==> config.mk <==
export PLATFORM = sky130hd
export DESIGN_NAME = dst_stitch_stream_encoder_flat
export DESIGN_NICKNAME = d
export VERILOG_FILES = /design/src/rtl/core/dsten_pkg.sv /design/src/rtl/core/dsten_in_if.sv /design/src/rtl/core/dsten_out_if.sv /design/src/rtl/core/dsten_enc.sv /design/src/rtl/core/dst_stitch_stream_encoder.sv /design/src/flat_wrapper.sv
export SDC_FILE = /design/constraint.sdc
export NUM_CORES = 1
export LEC_CHECK = 0
export BUFFER_PORTS_ARGS = -buffer_cell sky130_fd_sc_hd__buf_2
export CAP_MARGIN = 20
export CORE_ASPECT_RATIO = 1.75
export CORE_MARGIN = 2
export CORE_UTILIZATION = 56
export CTS_CLUSTER_DIAMETER = 200
export DETAILED_ROUTE_END_ITERATION = 12
export GPL_ROUTABILITY_DRIVEN = 0
export PLACE_DENSITY = 0.78
export SLEW_MARGIN = 10
export SYNTH_ARGS = -nofsm -noshare
export SYNTH_HDL_FRONTEND = slang
export SYNTH_HIERARCHICAL = 1
export SYNTH_SLANG_ARGS = --single-unit
==> constraint.sdc <==
create_clock -name clk -period 7.3 [get_ports clk]
set_clock_uncertainty 0.2 [all_clocks]
set_input_delay 2.19 -clock clk [delete_from_list [all_inputs] [get_ports clk]]
set_output_delay 2.19 -clock clk [all_outputs]
set_load 0.02 [all_outputs]
==> src/rtl/core/dsten_pkg.sv <==
package dsten_pkg;

	localparam int DEF_MAX_STEP   = 121;
	localparam int DEF_COORD_BITS = 12;

	// records one item may produce, and width of the per-item record counter
	localparam int MAX_RESULTS = 34;
	localparam int NREC_BITS   = $clog2(MAX_RESULTS);

	localparam int RTOT_BITS = 24;
	localparam int CTOT_BITS = 10;
	localparam logic [RTOT_BITS-1:0] REC_LIMIT   = RTOT_BITS'(9999999);
	localparam logic [CTOT_BITS-1:0] COLOR_LIMIT = CTOT_BITS'(999);

	localparam logic [7:0] BASE_B2   = 8'h03;
	localparam logic [7:0] JUMP_BIT  = 8'h80;
	localparam logic [7:0] COLOR_BIT = 8'h40;
	localparam logic [7:0] END_B2    = 8'hF3;

	localparam logic OP_STITCH = 1'b0;
	localparam logic OP_FINISH = 1'b1;

	localparam int NUM_DIGITS = 5;

	typedef struct packed {
		logic [6:0] weight;
		logic [5:0] thresh;
		logic [1:0] byte_sel;
		logic [7:0] xp;
		logic [7:0] xn;
		logic [7:0] yp;
		logic [7:0] yn;
	} digit_t;

	// balanced ternary digit table, most significant first
	function automatic digit_t digit_info(input logic [2:0] idx);
		digit_t d;
		case (idx)
			3'd0: d = '{7'd81, 6'd40, 2'd2, 8'h04, 8'h08, 8'h20, 8'h10};
			3'd1: d = '{7'd27, 6'd13, 2'd1, 8'h04, 8'h08, 8'h20, 8'h10};
			3'd2: d = '{7'd9,  6'd4,  2'd0, 8'h04, 8'h08, 8'h20, 8'h10};
			3'd3: d = '{7'd3,  6'd1,  2'd1, 8'h01, 8'h02, 8'h80, 8'h40};
			3'd4: d = '{7'd1,  6'd0,  2'd0, 8'h01, 8'h02, 8'h80, 8'h40};
			default: d = '0;
		endcase
		return d;
	endfunction

endpackage

==> src/rtl/core/dsten_in_if.sv <==
interface dsten_in_if import dsten_pkg::*; #(
	parameter int COORD_BITS = DEF_COORD_BITS
) ();
	logic                         valid;
	logic                         ready;
	logic                         operation;
	logic signed [COORD_BITS-1:0] pos_x;
	logic signed [COORD_BITS-1:0] pos_y;
	logic                         jump;
	logic                         color_change;

	modport source (
		output valid, operation, pos_x, pos_y, jump, color_change,
		input  ready
	);
	modport sink (
		input  valid, operation, pos_x, pos_y, jump, color_change,
		output ready
	);
endinterface

==> src/rtl/core/dsten_out_if.sv <==
interface dsten_out_if import dsten_pkg::*; #(
	parameter int COORD_BITS = DEF_COORD_BITS
) ();
	logic                  valid;
	logic                  ready;
	logic [7:0]            rec_b0;
	logic [7:0]            rec_b1;
	logic [7:0]            rec_b2;
	logic                  last;
	logic [RTOT_BITS-1:0]  record_total;
	logic [CTOT_BITS-1:0]  color_total;
	logic [COORD_BITS-2:0] plus_x;
	logic [COORD_BITS-1:0] minus_x;
	logic [COORD_BITS-2:0] plus_y;
	logic [COORD_BITS-1:0] minus_y;

	modport source (
		output valid, rec_b0, rec_b1, rec_b2, last, record_total, color_total,
		       plus_x, minus_x, plus_y, minus_y,
		input  ready
	);
	modport sink (
		input  valid, rec_b0, rec_b1, rec_b2, last, record_total, color_total,
		       plus_x, minus_x, plus_y, minus_y,
		output ready
	);
endinterface

==> src/rtl/core/dsten_enc.sv <==
// One move of at most +-121 per axis into the three record bytes.
module dsten_enc import dsten_pkg::*; (
	input  logic signed [7:0] step_x,
	input  logic signed [7:0] step_y,
	input  logic              jump,
	input  logic              color_change,
	output logic [7:0]        b0,
	output logic [7:0]        b1,
	output logic [7:0]        b2
);

	always_comb begin
		logic [2:0][7:0]   bytes;
		logic signed [8:0] rx;
		logic signed [8:0] ry;
		logic signed [8:0] w;
		logic signed [8:0] th;
		digit_t            d;
		bytes = '0;
		bytes[2] = BASE_B2 | (jump ? JUMP_BIT : 8'h00) | (color_change ? COLOR_BIT : 8'h00);
		rx = 9'(step_x);
		ry = 9'(step_y);
		for (int i = 0; i < NUM_DIGITS; i++) begin
			d  = digit_info(3'(i));
			w  = $signed({2'b00, d.weight});
			th = $signed({3'b000, d.thresh});
			if (rx > th) begin
				bytes[d.byte_sel] = bytes[d.byte_sel] | d.xp;
				rx = rx - w;
			end else if (rx < -th) begin
				bytes[d.byte_sel] = bytes[d.byte_sel] | d.xn;
				rx = rx + w;
			end
			if (ry > th) begin
				bytes[d.byte_sel] = bytes[d.byte_sel] | d.yp;
				ry = ry - w;
			end else if (ry < -th) begin
				bytes[d.byte_sel] = bytes[d.byte_sel] | d.yn;
				ry = ry + w;
			end
		end
		b0 = bytes[0];
		b1 = bytes[1];
		b2 = bytes[2];
	end

endmodule

==> src/rtl/core/dst_stitch_stream_encoder.sv <==
// channel  | dir | transfers
// ---------+-----+----------------------------------------------------------
// stitch   | in  | operation, pos_x, pos_y, jump, color_change
// rec      | out | rec_b0..rec_b2, last, record_total, color_total, extents
//
// A stitch item is loaded, then emits its records one after another:
// 1 record for a move within +-MAX_STEP, up to 34 for a long move that is cut
// into jump records. A finish item emits one end record. The single record
// encoder builds every move record; the output register holds one record.
// Reset clears the position, extents and counters. A stalled rec channel
// holds the sequencer; stitch is taken only while the sequencer is idle.
module dst_stitch_stream_encoder import dsten_pkg::*; #(
	parameter int MAX_STEP   = DEF_MAX_STEP,
	parameter int COORD_BITS = DEF_COORD_BITS
) (
	input  logic         clk,
	input  logic         arst_n,
	dsten_in_if.sink     stitch,
	dsten_out_if.source  rec
);

	localparam int DW = COORD_BITS + 1;
	localparam logic signed [DW-1:0]        MAXS  = DW'(MAX_STEP);
	localparam logic [NREC_BITS-1:0]        NLAST = NREC_BITS'(MAX_RESULTS - 1);

	typedef enum logic [2:0] {
		S_IDLE = 3'b001,
		S_EMIT = 3'b010,
		S_END  = 3'b100
	} state_t;

	state_t                       state_q;
	logic signed [COORD_BITS-1:0] prev_x_q, prev_y_q;
	logic signed [COORD_BITS-1:0] min_x_q, max_x_q, min_y_q, max_y_q;
	logic [RTOT_BITS-1:0]         record_count_q;
	logic [CTOT_BITS-1:0]         color_count_q;
	logic signed [DW-1:0]         dx_q, dy_q;
	logic                         jmp_q, col_q;
	logic [NREC_BITS-1:0]         n_q;

	logic                  valid_q, last_q;
	logic [7:0]            b0_q, b1_q, b2_q;
	logic [RTOT_BITS-1:0]  rtot_q;
	logic [CTOT_BITS-1:0]  ctot_q;
	logic [COORD_BITS-2:0] plus_x_q, plus_y_q;
	logic [COORD_BITS-1:0] minus_x_q, minus_y_q;

	logic                  in_xfer, out_free, big, split, rec_load;
	logic signed [DW-1:0]  sx_w, sy_w;
	logic [7:0]            enc_b0, enc_b1, enc_b2;
	logic [RTOT_BITS-1:0]  rcount_inc;

	assign in_xfer  = stitch.valid && stitch.ready;
	assign out_free = !valid_q || rec.ready;
	assign stitch.ready = (state_q == S_IDLE);
	assign rec_load = out_free && (state_q == S_EMIT || state_q == S_END);

	assign big   = (dx_q > MAXS) || (dx_q < -MAXS) || (dy_q > MAXS) || (dy_q < -MAXS);
	assign split = big && (n_q < NLAST);

	assign sx_w = (dx_q > MAXS) ? MAXS : ((dx_q < -MAXS) ? -MAXS : dx_q);
	assign sy_w = (dy_q > MAXS) ? MAXS : ((dy_q < -MAXS) ? -MAXS : dy_q);

	assign rcount_inc = (record_count_q < REC_LIMIT) ? record_count_q + 1'b1
	                                                 : record_count_q;

	dsten_enc u_enc (
		.step_x       (sx_w[7:0]),
		.step_y       (sy_w[7:0]),
		.jump         (split ? 1'b1 : jmp_q),
		.color_change (split ? 1'b0 : col_q),
		.b0           (enc_b0),
		.b1           (enc_b1),
		.b2           (enc_b2)
	);

	always_ff @(posedge clk or negedge arst_n) begin
		if (!arst_n) begin
			state_q        <= S_IDLE;
			prev_x_q       <= '0;
			prev_y_q       <= '0;
			min_x_q        <= '0;
			max_x_q        <= '0;
			min_y_q        <= '0;
			max_y_q        <= '0;
			record_count_q <= '0;
			color_count_q  <= '0;
			n_q            <= '0;
			valid_q        <= 1'b0;
		end else begin
			if (rec_load)
				valid_q <= 1'b1;
			else if (rec.ready)
				valid_q <= 1'b0;
			case (state_q)
				S_IDLE: begin
					if (in_xfer) begin
						if (stitch.operation == OP_FINISH) begin
							state_q <= S_END;
						end else begin
							state_q  <= S_EMIT;
							n_q      <= '0;
							prev_x_q <= stitch.pos_x;
							prev_y_q <= stitch.pos_y;
							if (stitch.pos_x < min_x_q) min_x_q <= stitch.pos_x;
							if (stitch.pos_x > max_x_q) max_x_q <= stitch.pos_x;
							if (stitch.pos_y < min_y_q) min_y_q <= stitch.pos_y;
							if (stitch.pos_y > max_y_q) max_y_q <= stitch.pos_y;
							if (stitch.color_change && color_count_q < COLOR_LIMIT)
								color_count_q <= color_count_q + 1'b1;
						end
					end
				end
				S_EMIT: begin
					if (out_free) begin
						record_count_q <= rcount_inc;
						if (split)
							n_q <= n_q + 1'b1;
						else
							state_q <= S_IDLE;
					end
				end
				S_END: begin
					if (out_free) begin
						state_q        <= S_IDLE;
						prev_x_q       <= '0;
						prev_y_q       <= '0;
						min_x_q        <= '0;
						max_x_q        <= '0;
						min_y_q        <= '0;
						max_y_q        <= '0;
						record_count_q <= '0;
						color_count_q  <= '0;
					end
				end
				default: state_q <= S_IDLE;
			endcase
		end
	end

	// datapath registers, no reset needed
	always_ff @(posedge clk) begin
		if (state_q == S_IDLE && in_xfer) begin
			dx_q  <= DW'(stitch.pos_x) - DW'(prev_x_q);
			dy_q  <= DW'(stitch.pos_y) - DW'(prev_y_q);
			jmp_q <= stitch.jump;
			col_q <= stitch.color_change;
		end else if (state_q == S_EMIT && out_free && split) begin
			dx_q <= dx_q - sx_w;
			dy_q <= dy_q - sy_w;
		end

		if (state_q == S_EMIT && out_free) begin
			b0_q      <= enc_b0;
			b1_q      <= enc_b1;
			b2_q      <= enc_b2;
			last_q    <= !split;
			rtot_q    <= '0;
			ctot_q    <= '0;
			plus_x_q  <= '0;
			minus_x_q <= '0;
			plus_y_q  <= '0;
			minus_y_q <= '0;
		end else if (state_q == S_END && out_free) begin
			b0_q      <= 8'h00;
			b1_q      <= 8'h00;
			b2_q      <= END_B2;
			last_q    <= 1'b1;
			rtot_q    <= rcount_inc;
			ctot_q    <= color_count_q;
			plus_x_q  <= max_x_q[COORD_BITS-2:0];
			plus_y_q  <= max_y_q[COORD_BITS-2:0];
			minus_x_q <= COORD_BITS'(0) - min_x_q;
			minus_y_q <= COORD_BITS'(0) - min_y_q;
		end
	end

	assign rec.valid        = valid_q;
	assign rec.rec_b0       = b0_q;
	assign rec.rec_b1       = b1_q;
	assign rec.rec_b2       = b2_q;
	assign rec.last         = last_q;
	assign rec.record_total = rtot_q;
	assign rec.color_total  = ctot_q;
	assign rec.plus_x       = plus_x_q;
	assign rec.minus_x      = minus_x_q;
	assign rec.plus_y       = plus_y_q;
	assign rec.minus_y      = minus_y_q;

`ifndef SYNTHESIS
	a_nrec_bound: assert property (@(posedge clk) disable iff (!arst_n)
		n_q <= NLAST)
		else $error("split record count past limit");

	a_stitch_to_emit: assert property (@(posedge clk) disable iff (!arst_n)
		(in_xfer && stitch.operation == OP_STITCH) |=> (state_q == S_EMIT))
		else $error("stitch transfer did not start emission");

	a_final_rec: assert property (@(posedge clk) disable iff (!arst_n)
		(state_q == S_EMIT && out_free && !split) |=> (state_q == S_IDLE && rec.valid
		&& rec.last))
		else $error("final record of a move not marked last");

	a_end_clears: assert property (@(posedge clk) disable iff (!arst_n)
		(state_q == S_END && out_free) |=> (record_count_q == '0 && color_count_q == '0
		&& rec.rec_b2 == END_B2))
		else $error("end record did not clear statistics");
`endif

endmodule

==> src/flat_wrapper.sv <==
// flat-port wrapper written by rule: the top's interface ports become plain ports
module dst_stitch_stream_encoder_flat import dsten_pkg::*;
#(
	parameter int MAX_STEP   = DEF_MAX_STEP,
	parameter int COORD_BITS = DEF_COORD_BITS
)
  (clk, arst_n, stitch_valid, stitch_operation, stitch_pos_x, stitch_pos_y, stitch_jump, stitch_color_change, stitch_ready, rec_valid, rec_rec_b0, rec_rec_b1, rec_rec_b2, rec_last, rec_record_total, rec_color_total, rec_plus_x, rec_minus_x, rec_plus_y, rec_minus_y, rec_ready);
  dsten_in_if #(.COORD_BITS(COORD_BITS)) stitch_i ();
  dsten_out_if #(.COORD_BITS(COORD_BITS)) rec_i ();
  input  logic clk;
  input  logic arst_n;
  input wire logic [$bits(stitch_i.valid)-1:0] stitch_valid;
  input wire logic [$bits(stitch_i.operation)-1:0] stitch_operation;
  input wire logic [$bits(stitch_i.pos_x)-1:0] stitch_pos_x;
  input wire logic [$bits(stitch_i.pos_y)-1:0] stitch_pos_y;
  input wire logic [$bits(stitch_i.jump)-1:0] stitch_jump;
  input wire logic [$bits(stitch_i.color_change)-1:0] stitch_color_change;
  output wire logic [$bits(stitch_i.ready)-1:0] stitch_ready;
  output wire logic [$bits(rec_i.valid)-1:0] rec_valid;
  output wire logic [$bits(rec_i.rec_b0)-1:0] rec_rec_b0;
  output wire logic [$bits(rec_i.rec_b1)-1:0] rec_rec_b1;
  output wire logic [$bits(rec_i.rec_b2)-1:0] rec_rec_b2;
  output wire logic [$bits(rec_i.last)-1:0] rec_last;
  output wire logic [$bits(rec_i.record_total)-1:0] rec_record_total;
  output wire logic [$bits(rec_i.color_total)-1:0] rec_color_total;
  output wire logic [$bits(rec_i.plus_x)-1:0] rec_plus_x;
  output wire logic [$bits(rec_i.minus_x)-1:0] rec_minus_x;
  output wire logic [$bits(rec_i.plus_y)-1:0] rec_plus_y;
  output wire logic [$bits(rec_i.minus_y)-1:0] rec_minus_y;
  input wire logic [$bits(rec_i.ready)-1:0] rec_ready;
  assign stitch_i.valid = stitch_valid;
  assign stitch_i.operation = stitch_operation;
  assign stitch_i.pos_x = stitch_pos_x;
  assign stitch_i.pos_y = stitch_pos_y;
  assign stitch_i.jump = stitch_jump;
  assign stitch_i.color_change = stitch_color_change;
  assign stitch_ready = stitch_i.ready;
  assign rec_valid = rec_i.valid;
  assign rec_rec_b0 = rec_i.rec_b0;
  assign rec_rec_b1 = rec_i.rec_b1;
  assign rec_rec_b2 = rec_i.rec_b2;
  assign rec_last = rec_i.last;
  assign rec_record_total = rec_i.record_total;
  assign rec_color_total = rec_i.color_total;
  assign rec_plus_x = rec_i.plus_x;
  assign rec_minus_x = rec_i.minus_x;
  assign rec_plus_y = rec_i.plus_y;
  assign rec_minus_y = rec_i.minus_y;
  assign rec_i.ready = rec_ready;
  dst_stitch_stream_encoder #(.MAX_STEP(MAX_STEP), .COORD_BITS(COORD_BITS)) u_core (.clk(clk), .arst_n(arst_n), .stitch(stitch_i), .rec(rec_i));
endmodule
* After elaboration in Yosys (flattened, before gate mapping) *
Cells that the tools add are included.

word-level totals
  register bits = 249
  input bits = 31
  output and inout port bits = 107
  word-level logic and storage cells = 226

operators by class
  add/subtract/negate cells = 25
  $lt $le $gt $ge = 31
  equal/unequal tests = 14
  mux-type cells = 100
  bitwise operators = 1
  reduce and logical (&&, ||, !) cells = 30

operators by type and width
  kind                     count
  $mux W12                 19
  $mux W9                  16
  $pmux W12 S2             6
  $mux W13                 9
  $mux W24                 3
  $mux W10                 6
  $mux W8                  7
  $pmux W24 S2             1
  $mux W20                 2
  $lt A9 B1 Y1 const B     4
  $mux W6                  5
  $reduce_and A5 Y1        6
  $gt A13 B8 Y1 const B    2
  $lt A13 B8 Y1 const B    2
  $sub A12 B12 Y13         2
  $sub A13 B13 Y13         2
  $add A24 B1 Y24 const B  1
  $gt A12 B12 Y1           2
  $lt A12 B12 Y1           2
  $lt A24 B24 Y1 const B   1
  $sub A1 B12 Y12 const A  2
  $mux W22                 1
  $mux W21                 1
  $pmux W10 S2             1
  43 further kinds         98

* Logic depth before layout (Yosys ltp) *
Gate-level depths: netlist of run 1.

  depth in word-level cells = 29
  gate-level depth with buffers = 37
  mapped depth without buffers = 34

* Modules after synthesis *
Netlist of run 1, hierarchy kept.

modules (own cells, without submodules)
  module                     instances  cells each  area each (µm²)
  dst_stitch_stream_encoder  1          1,493       14,059.7
  dsten_enc                  1          527         3,669.8

* Worst setup path after synthesis of run 1 *
Ideal clock, no wire load.

  kind = reg2reg
  start = register u_core.dx_q[6]
  end = register u_core.b0_q[0] (netlist: u_core/rec.rec_b0[0]) (data pin)
  library setup time = 255 ps
  data arrival time = 7,462 ps
  required time = 6,845 ps
  slack = -617 ps
  cell stages (with the launch flop) = 35
  buffers on the path = 3
  period minus slack after synthesis = 7,917 ps
  cell sequence = edfxtp_1 clkbuf_1 nor4_1 a211o_1 ha_1 clkbuf_1 o21ai_0 inv_1 clkbuf_1 inv_1 ha_1 or4b_4 or3_4 nand2_1 inv_1 o21ai_0 o21a_1 ha_1 nor3_1 a2111oi_2 nor2_2 a221oi_4 inv_2 ha_1 inv_1 and4_1 nor4_4 or2_2 o31ai_1 nand2_1 a2111o_1 a311oi_1 and4bb_1 a41oi_2 and3_1

on the way
  longest elaborated chain between the ends = 24
  elaborated cells between the ends (all ways) = 49
  classes of those cells = 8 x add/sub; 11 x order compare; 30 x mux

ends and longest elaborated chain
  element                                                                 RTL line                          text
  start: declaration                                                      dst_stitch_stream_encoder.sv:37   logic signed [DW-1:0] dx_q, dy_q;
  start signal: assignment                                                dst_stitch_stream_encoder.sv:144  dx_q <= DW'(stitch.pos_x) - DW'(prev_x_q);
  start signal: assignment                                                dst_stitch_stream_encoder.sv:149  dx_q <= dx_q - sx_w;
  $lt A13 B8 Y1                                                           dst_stitch_stream_encoder.sv:61   assign sx_w = (dx_q > MAXS) ? MAXS : ((dx_q < -MAXS) ? -MAXS : dx_q);
  $mux W13                                                                dst_stitch_stream_encoder.sv:61
  $mux W13 *                                                              dst_stitch_stream_encoder.sv:61
  via u_core.sx_w[1]                                                      dst_stitch_stream_encoder.sv:49   logic signed [DW-1:0] sx_w, sy_w;
  parallel branches: the longest is 17 deep, another holds $add A8 B8 Y9  n/a
  $mux W2 *                                                               dsten_enc.sv:27                   if (rx > th) begin
  $mux W7                                                                 dsten_enc.sv:37                   end else if (ry < -th) begin
  $mux W8 *                                                               dsten_enc.sv:34                   if (ry > th) begin
  via u_core.enc_b0[0]                                                    dst_stitch_stream_encoder.sv:50   logic [7:0] enc_b0, enc_b1, enc_b2;
  $mux W8 *                                                               dst_stitch_stream_encoder.sv:153  if (state_q == S_EMIT && out_free) begin
  end signal: assignment                                                  dst_stitch_stream_encoder.sv:154  b0_q <= enc_b0;
  end: declaration                                                        dst_stitch_stream_encoder.sv:42   logic [7:0] b0_q, b1_q, b2_q;

Mark *: on every way through the listed nets, which the timed path passes.
A chain may end at the register's enable or synchronous reset.

* Worst setup path after layout of run 1 *
  start = register u_core.dx_q[11]
  end = register u_core.b0_q[0] (netlist: u_core/rec.rec_b0[0]) (data pin)

Same word-level chain as after synthesis.

==> results.md, run 1 <==
- Antenna violations before repair: 0
- R2R cell count: 29
- Routed via count divided by cell count: 6.27
- Number of flops mapped to enable cells by yosys: 53
- Maximum number of pins on one net before global-route repair: 66
- Critical path launch point type: register
- Async SR Flop Fraction: 46.6%
- DIE HEIGHT: 239 um
- Number of detailed-routing iterations run before antenna repair: 7
- Yosys reg bits: 249
- Worst slew margin relative to its limit: 31.8%
- Number of H-tree branching levels: 1
- DRC violations left: 0
- Count of final max-slew check failures: 0
- Worst hold-check slack: 0.250 ns
- Crit-path slowest cell: a221oi_4
- Setup slack of the worst register-to-register path: 0.002 ns
- CTS tree: done
- Top-count cell post-synth: nand2_1
- Total die area: 33200 sq um
- Post-layout worst setup margin: 0.00225 ns
- Type of the tightest min-delay check: register to register
- CP bufs+invs: 6
- Min-Delay Path Depth: 2
- Worst reg2reg endpoint: u_core/rec.rec_b0[0]
- Total global-route track usage: 29.2%
- Hold-critical path endpoint: u_core/rec.record_total[13]
- Count of vias placed by the detailed router: 16700
- I/O pins: 138
- Crit share post-route: 100%
- Transition time at the pin with the least slew margin: 1.02 ns
- Clock latency of the later-clocked register in the worst-skew pair: 0.56 ns
- Final core utilization: 67.7%
- Top post-synthesis cells by count: nand2_1 (195), o21ai_0 (153), inv_1 (151)
- Final HPWL from detailed placement: 37300 um
- # hold bufs at CTS: 0
- Synth unique cells: 112
- Starting density of the core: 56.6%
- First-pass GRT wire length: 80800 um
- Result of the run: finished clean
- Number of placement rows: 86
- Most area-hungry cell type in the Yosys netlist: dfrtp_1
- Number of global-route vias before repair: 16800
- Number of warnings reported in the yosys synthesis log: 6
- Sequential element share of the synthesized area: 34.4%
- Clock sink count: 249
- Cell class contributing the biggest share of worst-path delay: compound AO/OA/AOI/OAI gates
- Fraction of final layout cells sized beyond drive strength 1: 23.1%
- Unrepaired setup endpoints after global routing: true
- Maximum root-to-sink buffer count: 3
- Dominant synthesized flop cell: dfrtp_1
- Clock slew seen by the registers of the worst setup and hold paths: 0.07 ns
- Worst r2r src: u_core/dx_q[11]
- Critical setup path kind: register to register
- Arrival time at the worst endpoint: 7.40 ns
- Crit path capture type: register
- Cell Area, Synth: 17700 sq um
- Gate Count Post-Synth: 2020
- Final nets: 2411
- Diodes inserted: 0
- Highest net fanout along the worst path: 11
- Final Critical Period: 7.30 ns
- Min-delay src: u_core/rec.record_total[13]
- Placeable Area: 31300 sq um
- Initial DRC Count: 1110
- Die X-Extent: 139 um
- Average cell area after synthesis: 8.78 sq um
- Achievable Freq: 137 MHz
- Final global-route overflow total: 0
- Total routed wirelength: 50600 um
- Routed WL per cell: 19.0 um
- Clock buffers created by TritonCTS: 23
- Maximum cell stage delay along the critical path: 0.42 ns
- Clock root buffer master: clkbuf_16
- Setup violators final: 0
- Post-route antenna net violation count: 0
- Number of port buffers: 137
- Area share of the leading cell type in the synthesized netlist: 16.2%
- Critical path data required time: 7.40 ns
- # Max-Cap Violations: 0
- Placement Setup Slack: -0.0903 ns
- Hold Fails Final Rpt: 0
- Top cells by area in the synthesized netlist: dfrtp_1 (16%), dfxtp_1 (9.0%), edfxtp_1 (9.0%)
- Area added between synthesis and finish: 19.5%
[timing repair]
action	in CTS	in global routing
pin swaps	5	35
gates resized for setup	7	69
buffers inserted	1	31
setup endpoints to repair	1	6
[state kept, by name (all words and copies together), names as in the netlist, 8 cells and up]
register,flops
u_core/rec.rec_b0,8
u_core/rec.minus_y,12
u_core/min_y_q,12
u_core/max_y_q,12
u_core/min_x_q,12
u_core/rec.rec_b2,8
u_core/max_x_q,12
u_core/record_count_q,24
u_core/prev_y_q,12
u_core/dx_q,13
u_core/rec.plus_y,11
u_core/rec.record_total,24
u_core/prev_x_q,12
u_core/rec.color_total,10
u_core/rec.minus_x,12
u_core/rec.plus_x,11
u_core/color_count_q,10
u_core/rec.rec_b1,8
u_core/dy_q,13
[kinds of logic after synthesis]
logic type / Yosys count / share of synthesized area (%)
and+or+nand+nor: 627 / 17.9
AOI/OAI and AO/OA: 585 / 23.2
buffers and inverters: 253 / 5.72
DFF: 249 / 34.4
adders and majority gates: 126 / 9.06
xor gates and xnor gates: 97 / 4.83
muxes: 82 / 4.90
other: 1 / 0.0212
[worst max path at each step]
stage | from | to | slack [ns] | cells after the start
2_1_floorplan | u_core/dy_q[6] | u_core/rec.rec_b0[7] | 0.005 | 30
3_3_place_gp | u_core/dx_q[12] | u_core/rec.rec_b0[0] | 0.17 | 30
3_5_place_dp | u_core/dx_q[4] | u_core/rec.rec_b0[0] | -0.09 | 33
4_1_cts | u_core/dx_q[5] | u_core/rec.rec_b0[0] | 0.004 | 32
5_1_grt | u_core/dx_q[11] | u_core/rec.rec_b0[0] | -0.21 | 29
6_report | u_core/dx_q[11] | u_core/rec.rec_b0[0] | 0.002 | 29
[metrics by stage]
step                instance area (sq um)  std cells  setup TNS, ns
global route                        21200       2667         -0.352
CTS                                 20600       2634              0
finish                              21200       2667              0
detailed placement                  19700       2591        -0.0903
global placement                    19700       2591              0
floorplan                           17900       2021              0
[cell type report]
type	instances	area, sq um
multi-input combinational	1519	11200
fill	2414	10100
sequential	249	6100
timing repair buffer	303	1940
clock buffer	32	694
inverter	158	606
tap	396	495
clock inverter	10	196
[per-layer routing]
metal	GRT usage, %	vias to the layer above	part of all wire [%]
met5	0	-	0
met4	17.5	0	6.3
met3	4.10	240	5.3
met2	55.3	643	53
met1	30.3	7981	36
li1	-	7850	-
[worst reg2reg max path, delay by kind of cell, from the launching register on]
kind,cells,cell delay [ns]
XOR/XNOR,1,0.14
buffers and inverters,6,0.80
adder cells (fa/ha/maj),2,0.53
AND/OR/NAND/NOR,6,1.28
flip-flops,1,0.41
AO/OA/AOI/OAI,14,3.71
[layout by cell type (no fill, tap or decap), types with 17 or more instances in the layout]
master	instances
nand2_1	191
buf_4	164
inv_1	144
o21ai_0	144
buf_2	136
nor2_1	118
ha_1	115
dfrtp_1	115
a21oi_1	89
dfxtp_1	80
xnor2_1	68
edfxtp_1	53
nand3_1	50
mux2i_1	42
nor3_1	39
a31oi_1	37
mux2_2	36
and3_1	33
clkbuf_16	26
a21o_1	24
nand2b_1	24
or3_1	24
and2_1	22
o21a_1	22
xor2_1	22
nand4_1	20
o211ai_1	18
o31ai_1	17
Power of run 1 is left out: the tool's default activity adds up to more than one toggle a clock period on the data nets, which glitch-free logic cannot reach.
==> inputs of run 2 (changes only) <==
==> constraint.sdc (replaced) <==
create_clock -name clk -period 7.3 [get_ports clk]
set_clock_uncertainty 0.2 [all_clocks]
set_input_delay 1.46 -clock clk [delete_from_list [all_inputs] [get_ports clk]]
set_output_delay 1.46 -clock clk [all_outputs]
set_load 0.02 [all_outputs]
==> results.md, run 2 (synthesized netlist as in run 1, its figures left out) <==
- Post-layout worst setup margin: -0.123 ns (was 0.00225 ns)
- Most frequent cell on the critical path: inv_2
- Placeable Area: 31300 sq um (unchanged)
- Number of port buffers: 137 (unchanged)
- Type of the tightest min-delay check: register to register (unchanged)
- Final Critical Period: 7.42 ns (was 7.30 ns)
- Maximum number of pins on one net before global-route repair: 78 (was 66)
- Total routed wirelength: 50500 um (was 50600 um)
- Critical path data required time: 7.40 ns (about the same)
- Area added between synthesis and finish: 18.0% (was 19.5%)
- Critical path launch point type: register (unchanged)
- Violations in the final reports: setup timing
- Arrival time at the worst endpoint: 7.52 ns (was 7.40 ns)
- Final nets: 2400 (was 2411)
- I/O pins: 138 (unchanged)
- Worst r2r src: u_core/dx_q[10] (was u_core/dx_q[11])
- Routed via count divided by cell count: 6.29 (was 6.27)
- Total die area: 33200 sq um (unchanged)
- Starting density of the core: 56.6% (unchanged)
- Number of global-route vias before repair: 16900 (was 16800)
- Clock buffers created by TritonCTS: 24 (was 23)
- DRC violations left: 0 (unchanged)
- Commonest cells after routing, fill and taps aside: nand2_1 (191), buf_4 (154), inv_1 (144), o21ai_0 (144), buf_2 (136) (was nand2_1 (191), buf_4 (164), inv_1 (144), o21ai_0 (144), buf_2 (136))
- Final core utilization: 66.8% (was 67.7%)
- Setup violators final: 1 (was 0)
- Clock sink count: 249 (unchanged)
- CTS tree: done (unchanged)
- Final global-route overflow total: 0 (unchanged)
- Routed WL per cell: 19.0 um (about the same)
- Min-delay src: u_core/rec.record_total[2] (was u_core/rec.record_total[13])
- Count of final max-slew check failures: 0 (unchanged)
- CP bufs+invs: 5 (was 6)
- Clock slew seen by the registers of the worst setup and hold paths: 0.06 ns (was 0.07 ns)
- Number of inserted filler cells in the final layout: 2455 (was 2414)
- DIE HEIGHT: 239 um (unchanged)
- Commonest non-fill, non-tap cell in the layout: nand2_1 (unchanged)
- Initial DRC Count: 1041 (was 1110)
- Post-route antenna net violation count: 0 (unchanged)
- Count of vias placed by the detailed router: 16700 (unchanged)
- Transition time at the pin with the least slew margin: 0.886 ns (was 1.02 ns)
- Fraction of final layout cells sized beyond drive strength 1: 22.3% (was 23.1%)
- Maximum root-to-sink buffer count: 3 (unchanged)
- Result of the run: complete, but fails checks (was finished clean)
- Setup slack of the worst register-to-register path: -0.12 ns (was 0.002 ns)
- Diodes inserted: 0 (unchanged)
- R2R cell count: 31 (was 29)
- # hold bufs at CTS: 0 (unchanged)
- Crit path capture type: register (unchanged)
- Critical setup path kind: register to register (unchanged)
- Total global-route track usage: 29.6% (was 29.2%)
- Clock root buffer master: clkbuf_16 (unchanged)
- Unrepaired setup endpoints after global routing: true (unchanged)
- Number of placement rows: 86 (unchanged)
- Final total negative setup slack: -0.123 ns (was 0 ns)
- Number of H-tree branching levels: 1 (unchanged)
- Worst reg2reg endpoint: u_core/rec.rec_b0[0] (unchanged)
- Maximum cell stage delay along the critical path: 0.47 ns (was 0.42 ns)
- Number of detailed-routing iterations run before antenna repair: 6 (was 7)
- Min-Delay Path Depth: 2 (unchanged)
- Hold-critical path endpoint: u_core/rec.record_total[2] (was u_core/rec.record_total[13])
- Achievable Freq: 135 MHz (was 137 MHz)
- Crit share post-route: 102% (was 100%)
- Hold Fails Final Rpt: 0 (unchanged)
- Final HPWL from detailed placement: 37200 um (was 37300 um)
- Cell class contributing the biggest share of worst-path delay: compound AO/OA/AOI/OAI gates (unchanged)
- Crit-path slowest cell: or4b_4 (was a221oi_4)
- Antenna violations before repair: 0 (unchanged)
- First-pass GRT wire length: 81400 um (was 80800 um)
- Clock latency of the later-clocked register in the worst-skew pair: 0.55 ns (was 0.56 ns)
- Worst hold-check slack: 0.248 ns (was 0.250 ns)
- Highest net fanout along the worst path: 8 (was 11)
- Die X-Extent: 139 um (unchanged)
- # Max-Cap Violations: 0 (unchanged)
- Worst slew margin relative to its limit: 40.9% (was 31.8%)
## run 2: stage by stage
step | instances | setup WS, ns | cell area [sq um]
floorplan | 2021 | 0.00538 | 17900
global placement | 2590 | 0.169 | 19700
detailed placement | 2590 | -0.134 | 19700
CTS | 2637 | 0.00240 | 20500
global route | 2657 | -0.408 | 20900
finish | 2657 | -0.123 | 20900
## run 2: cell type report
type | count | area, sq um | area share (%)
Tap cell | 396 | 495 | 2.37
Clock buffer | 37 | 732 | 3.50
Timing Repair Buffer | 291 | 1850 | 8.85
Sequential cell | 249 | 6100 | 29.1
Inverter | 158 | 603 | 2.88
Multi-Input combinational cell | 1519 | 11100 | 53.0
Clock inverter | 7 | 52.6 | 0.251
## run 2: worst max path at each step
stage	startpoint	end	slack, ns	cells after the start
after detailed placement	u_core/dx_q[12]	u_core/rec.rec_b0[0]	-0.13	33
after floorplan	u_core/dy_q[6]	u_core/rec.rec_b0[7]	0.005	30
after global routing	u_core/dx_q[6]	u_core/rec.rec_b0[0]	-0.41	25
after CTS	u_core/dx_q[5]	u_core/rec.rec_b0[0]	0.002	32
after global placement	u_core/dx_q[12]	u_core/rec.rec_b0[0]	0.17	29
final	u_core/dx_q[10]	u_core/rec.rec_b0[0]	-0.12	31
## run 2: worst min-delay path, delay by kind of cell, from the launching register on
family	cells	cell delay [ns]
and+or+nand+nor	1	0.05
AOI/OAI and AO/OA	1	0.05
DFF	1	0.30
## run 2: timing repair
item,in CTS,in global routing
pin swaps,5,31
endpoints found under the setup margin,1,6
setup buffers,3,18
gates resized for setup,8,56
## run 2: metal layers
layer / track usage [%] / wire length [um] / vias to the layer above
li1: - / - / 7814
met1: 30.7 / 17900 / 8009
met2: 55.7 / 26900 / 670
met3: 4.82 / 2770 / 221
met4: 17.4 / 2960 / 0
met5: 0 / 0 / -
Power of run 2 is left out for the same reason.
==> inputs of run 3 (changes only) <==
--- a/config.mk
+++ b/config.mk
@@ -8,7 +8,6 @@
 export BUFFER_PORTS_ARGS = -buffer_cell sky130_fd_sc_hd__buf_2
 export CAP_MARGIN = 20
 export CORE_ASPECT_RATIO = 1.75
-export CORE_MARGIN = 2
 export CORE_UTILIZATION = 56
 export CTS_CLUSTER_DIAMETER = 200
 export DETAILED_ROUTE_END_ITERATION = 12
==> constraint.sdc (replaced) <==
create_clock -name clk -period 7.3 [get_ports clk]
set_clock_uncertainty 0.2 [all_clocks]
set_input_delay 1.095 -clock clk [delete_from_list [all_inputs] [get_ports clk]]
set_output_delay 1.095 -clock clk [all_outputs]
set_load 0.02 [all_outputs]
==> results.md, run 3 (synthesized netlist as in run 1, its figures left out) <==
- Min-delay src: u_core/rec.record_total[9] (was u_core/rec.record_total[2])
- Clock sink count: 249 (unchanged)
- Worst r2r src: u_core/dx_q[11] (was u_core/dx_q[10])
- Post-layout worst setup margin: -0.186 ns (was -0.123 ns)
- Cell class contributing the biggest share of worst-path delay: compound AO/OA/AOI/OAI gates (unchanged)
- Number of global-route vias before repair: 17100 (was 16900)
- # hold bufs at CTS: 0 (unchanged)
- Violations in the final reports: setup timing (unchanged)
- Setup violators final: 1 (unchanged)
- Crit share post-route: 103% (was 102%)
- Maximum cell stage delay along the critical path: 0.53 ns (was 0.47 ns)
- Placeable Area: 30900 sq um (was 31300 sq um)
- Number of detailed-routing iterations run before antenna repair: 5 (was 6)
- R2R cell count: 25 (was 31)
- Maximum root-to-sink buffer count: 3 (unchanged)
- Antenna violations before repair: 4 (was 0)
- Total global-route track usage: 31.9% (was 29.6%)
- Unrepaired setup endpoints after global routing: true (unchanged)
- Hold Fails Final Rpt: 0 (unchanged)
- Result of the run: complete, but fails checks (unchanged)
- Worst hold-check slack: 0.247 ns (was 0.248 ns)
- Transition time at the pin with the least slew margin: 0.900 ns (was 0.886 ns)
- Clock buffers created by TritonCTS: 24 (unchanged)
- Count of vias placed by the detailed router: 16800 (was 16700)
- Worst reg2reg endpoint: u_core/rec.rec_b0[0] (unchanged)
- Setup slack of the worst register-to-register path: -0.19 ns (was -0.12 ns)
- Type of the tightest min-delay check: register to register (unchanged)
- I/O pins: 138 (unchanged)
- Routed via count divided by cell count: 6.24 (was 6.29)
- # Max-Cap Violations: 0 (unchanged)
- DRC violations left: 0 (unchanged)
- Commonest non-fill, non-tap cell in the layout: nand2_1 (unchanged)
- Number of placement rows: 85 (was 86)
- CTS tree: done (unchanged)
- Final core utilization: 68.5% (was 66.8%)
- Achievable Freq: 134 MHz (was 135 MHz)
- Combined area of the multi-input logic cells: 11100 sq um (about the same)
- Die X-Extent: 137 um (was 139 um)
- Post-route antenna net violation count: 0 (unchanged)
- Routed WL per cell: 19.0 um (about the same)
- Total die area: 32400 sq um (was 33200 sq um)
- Critical path data required time: 7.39 ns (was 7.40 ns)
- Count of final max-slew check failures: 0 (unchanged)
- Total routed wirelength: 51000 um (was 50500 um)
- Starting density of the core: 57.3% (was 56.6%)
- Final Critical Period: 7.49 ns (was 7.42 ns)
- Clock root buffer master: clkbuf_16 (unchanged)
- DIE HEIGHT: 237 um (was 239 um)
- Initial DRC Count: 938 (was 1041)
- Placement Setup Slack: -0.0171 ns (was -0.134 ns)
- Worst slew margin relative to its limit: 40.0% (was 40.9%)
- Fraction of final layout cells sized beyond drive strength 1: 23.6% (was 22.3%)
- Maximum number of pins on one net before global-route repair: 79 (was 78)
- Clock latency of the later-clocked register in the worst-skew pair: 0.54 ns (was 0.55 ns)
- Number of port buffers: 137 (unchanged)
- Sequential cell area: 6100 sq um (unchanged)
- First-pass GRT wire length: 82400 um (was 81400 um)
- Final nets: 2431 (was 2400)
- Number of inserted filler cells in the final layout: 2346 (was 2455)
- Final total negative setup slack: -0.186 ns (was -0.123 ns)
- Final HPWL from detailed placement: 37100 um (was 37200 um)
- Critical path launch point type: register (unchanged)
- Clock slew seen by the registers of the worst setup and hold paths: 0.07 ns (was 0.06 ns)
- Final global-route overflow total: 0 (unchanged)
- Critical setup path kind: register to register (unchanged)
- Crit path capture type: register (unchanged)
- Highest net fanout along the worst path: 7 (was 8)
- CP bufs+invs: 4 (was 5)
- Area added between synthesis and finish: 19.6% (was 18.0%)
- Crit-path slowest cell: or4b_4 (unchanged)
- Number of H-tree branching levels: 1 (unchanged)
- Commonest cells after routing, fill and taps aside: nand2_1 (191), buf_4 (184), inv_1 (144), o21ai_0 (144), buf_2 (136) (was nand2_1 (191), buf_4 (154), inv_1 (144), o21ai_0 (144), buf_2 (136))
- Arrival time at the worst endpoint: 7.58 ns (was 7.52 ns)
- Hold-critical path endpoint: u_core/rec.record_total[9] (was u_core/rec.record_total[2])
- Min-Delay Path Depth: 2 (unchanged)
==> run 3: worst max path at each step <==
stage / startpoint / to / cells past startpoint / slack [ns]
floorplan: u_core/dy_q[6] / u_core/rec.rec_b0[7] / 30 / 0.005
global placement: u_core/dx_q[12] / u_core/rec.rec_b0[0] / 28 / 0.19
detailed placement: u_core/dx_q[10] / u_core/rec.rec_b0[0] / 28 / -0.02
CTS: u_core/dx_q[9] / u_core/rec.rec_b0[0] / 31 / 0.0004
global route: u_core/dx_q[9] / u_core/rec.rec_b0[0] / 33 / -0.39
finish: u_core/dx_q[11] / u_core/rec.rec_b0[0] / 25 / -0.19
==> run 3: worst register-to-register path, cell delays in order, from the launching register on <==
cell,delay [ns]
edfxtp_1,0.40
nand4_1,0.16
a211o_1,0.34
ha_4,0.34
inv_6,0.06
a21oi_2,0.16
inv_1,0.09
or4b_4,0.53
or3_4,0.43
a221oi_2,0.42
nor4_2,0.15
buf_4,0.17
a2111o_1,0.47
a32oi_2,0.27
xnor2_1,0.11
buf_4,0.17
o41a_1,0.49
a211o_1,0.37
and2_4,0.19
ha_2,0.26
o31a_1,0.32
o32a_1,0.29
a311oi_1,0.33
and4bb_1,0.27
a41oi_2,0.09
and3_1,0.17
==> run 3: metal layers <==
layer	wire [um]	share of wire (%)	GRT usage, %	vias up
met5	11	0.022	0	-
met1	18200	36	32.3	7996
met3	2990	5.9	7.95	245
met2	26300	52	56.4	651
met4	3460	6.8	21.8	2
li1	-	-	-	7873
==> run 3: per-stage QoR <==
| step | area (sq um) | std cells |
|---|---|---|
| final | 21200 | 2686 |
| after global routing | 21200 | 2685 |
| after CTS | 20800 | 2665 |
| after detailed placement | 19900 | 2617 |
| after global placement | 19900 | 2617 |
| after floorplan | 17900 | 2021 |
==> run 3: area by class of cell <==
type | instances | area share [%]
Antenna cell | 3 | 0.0354
Clock buffer | 32 | 3.52
Clock inverter | 12 | 0.531
Inverter | 158 | 2.83
Multi-Input combinational cell | 1519 | 52.2
Sequential cell | 249 | 28.8
Tap cell | 391 | 2.31
Timing Repair Buffer | 322 | 9.85
==> run 3: timing repair <==
action	4_1_cts	5_1_grt
resized for setup	3	59
setup buffers	4	17
setup endpoints to repair	1	7
pin swaps	1	30
gates cloned	0	0
Power of run 3 is left out for the same reason.
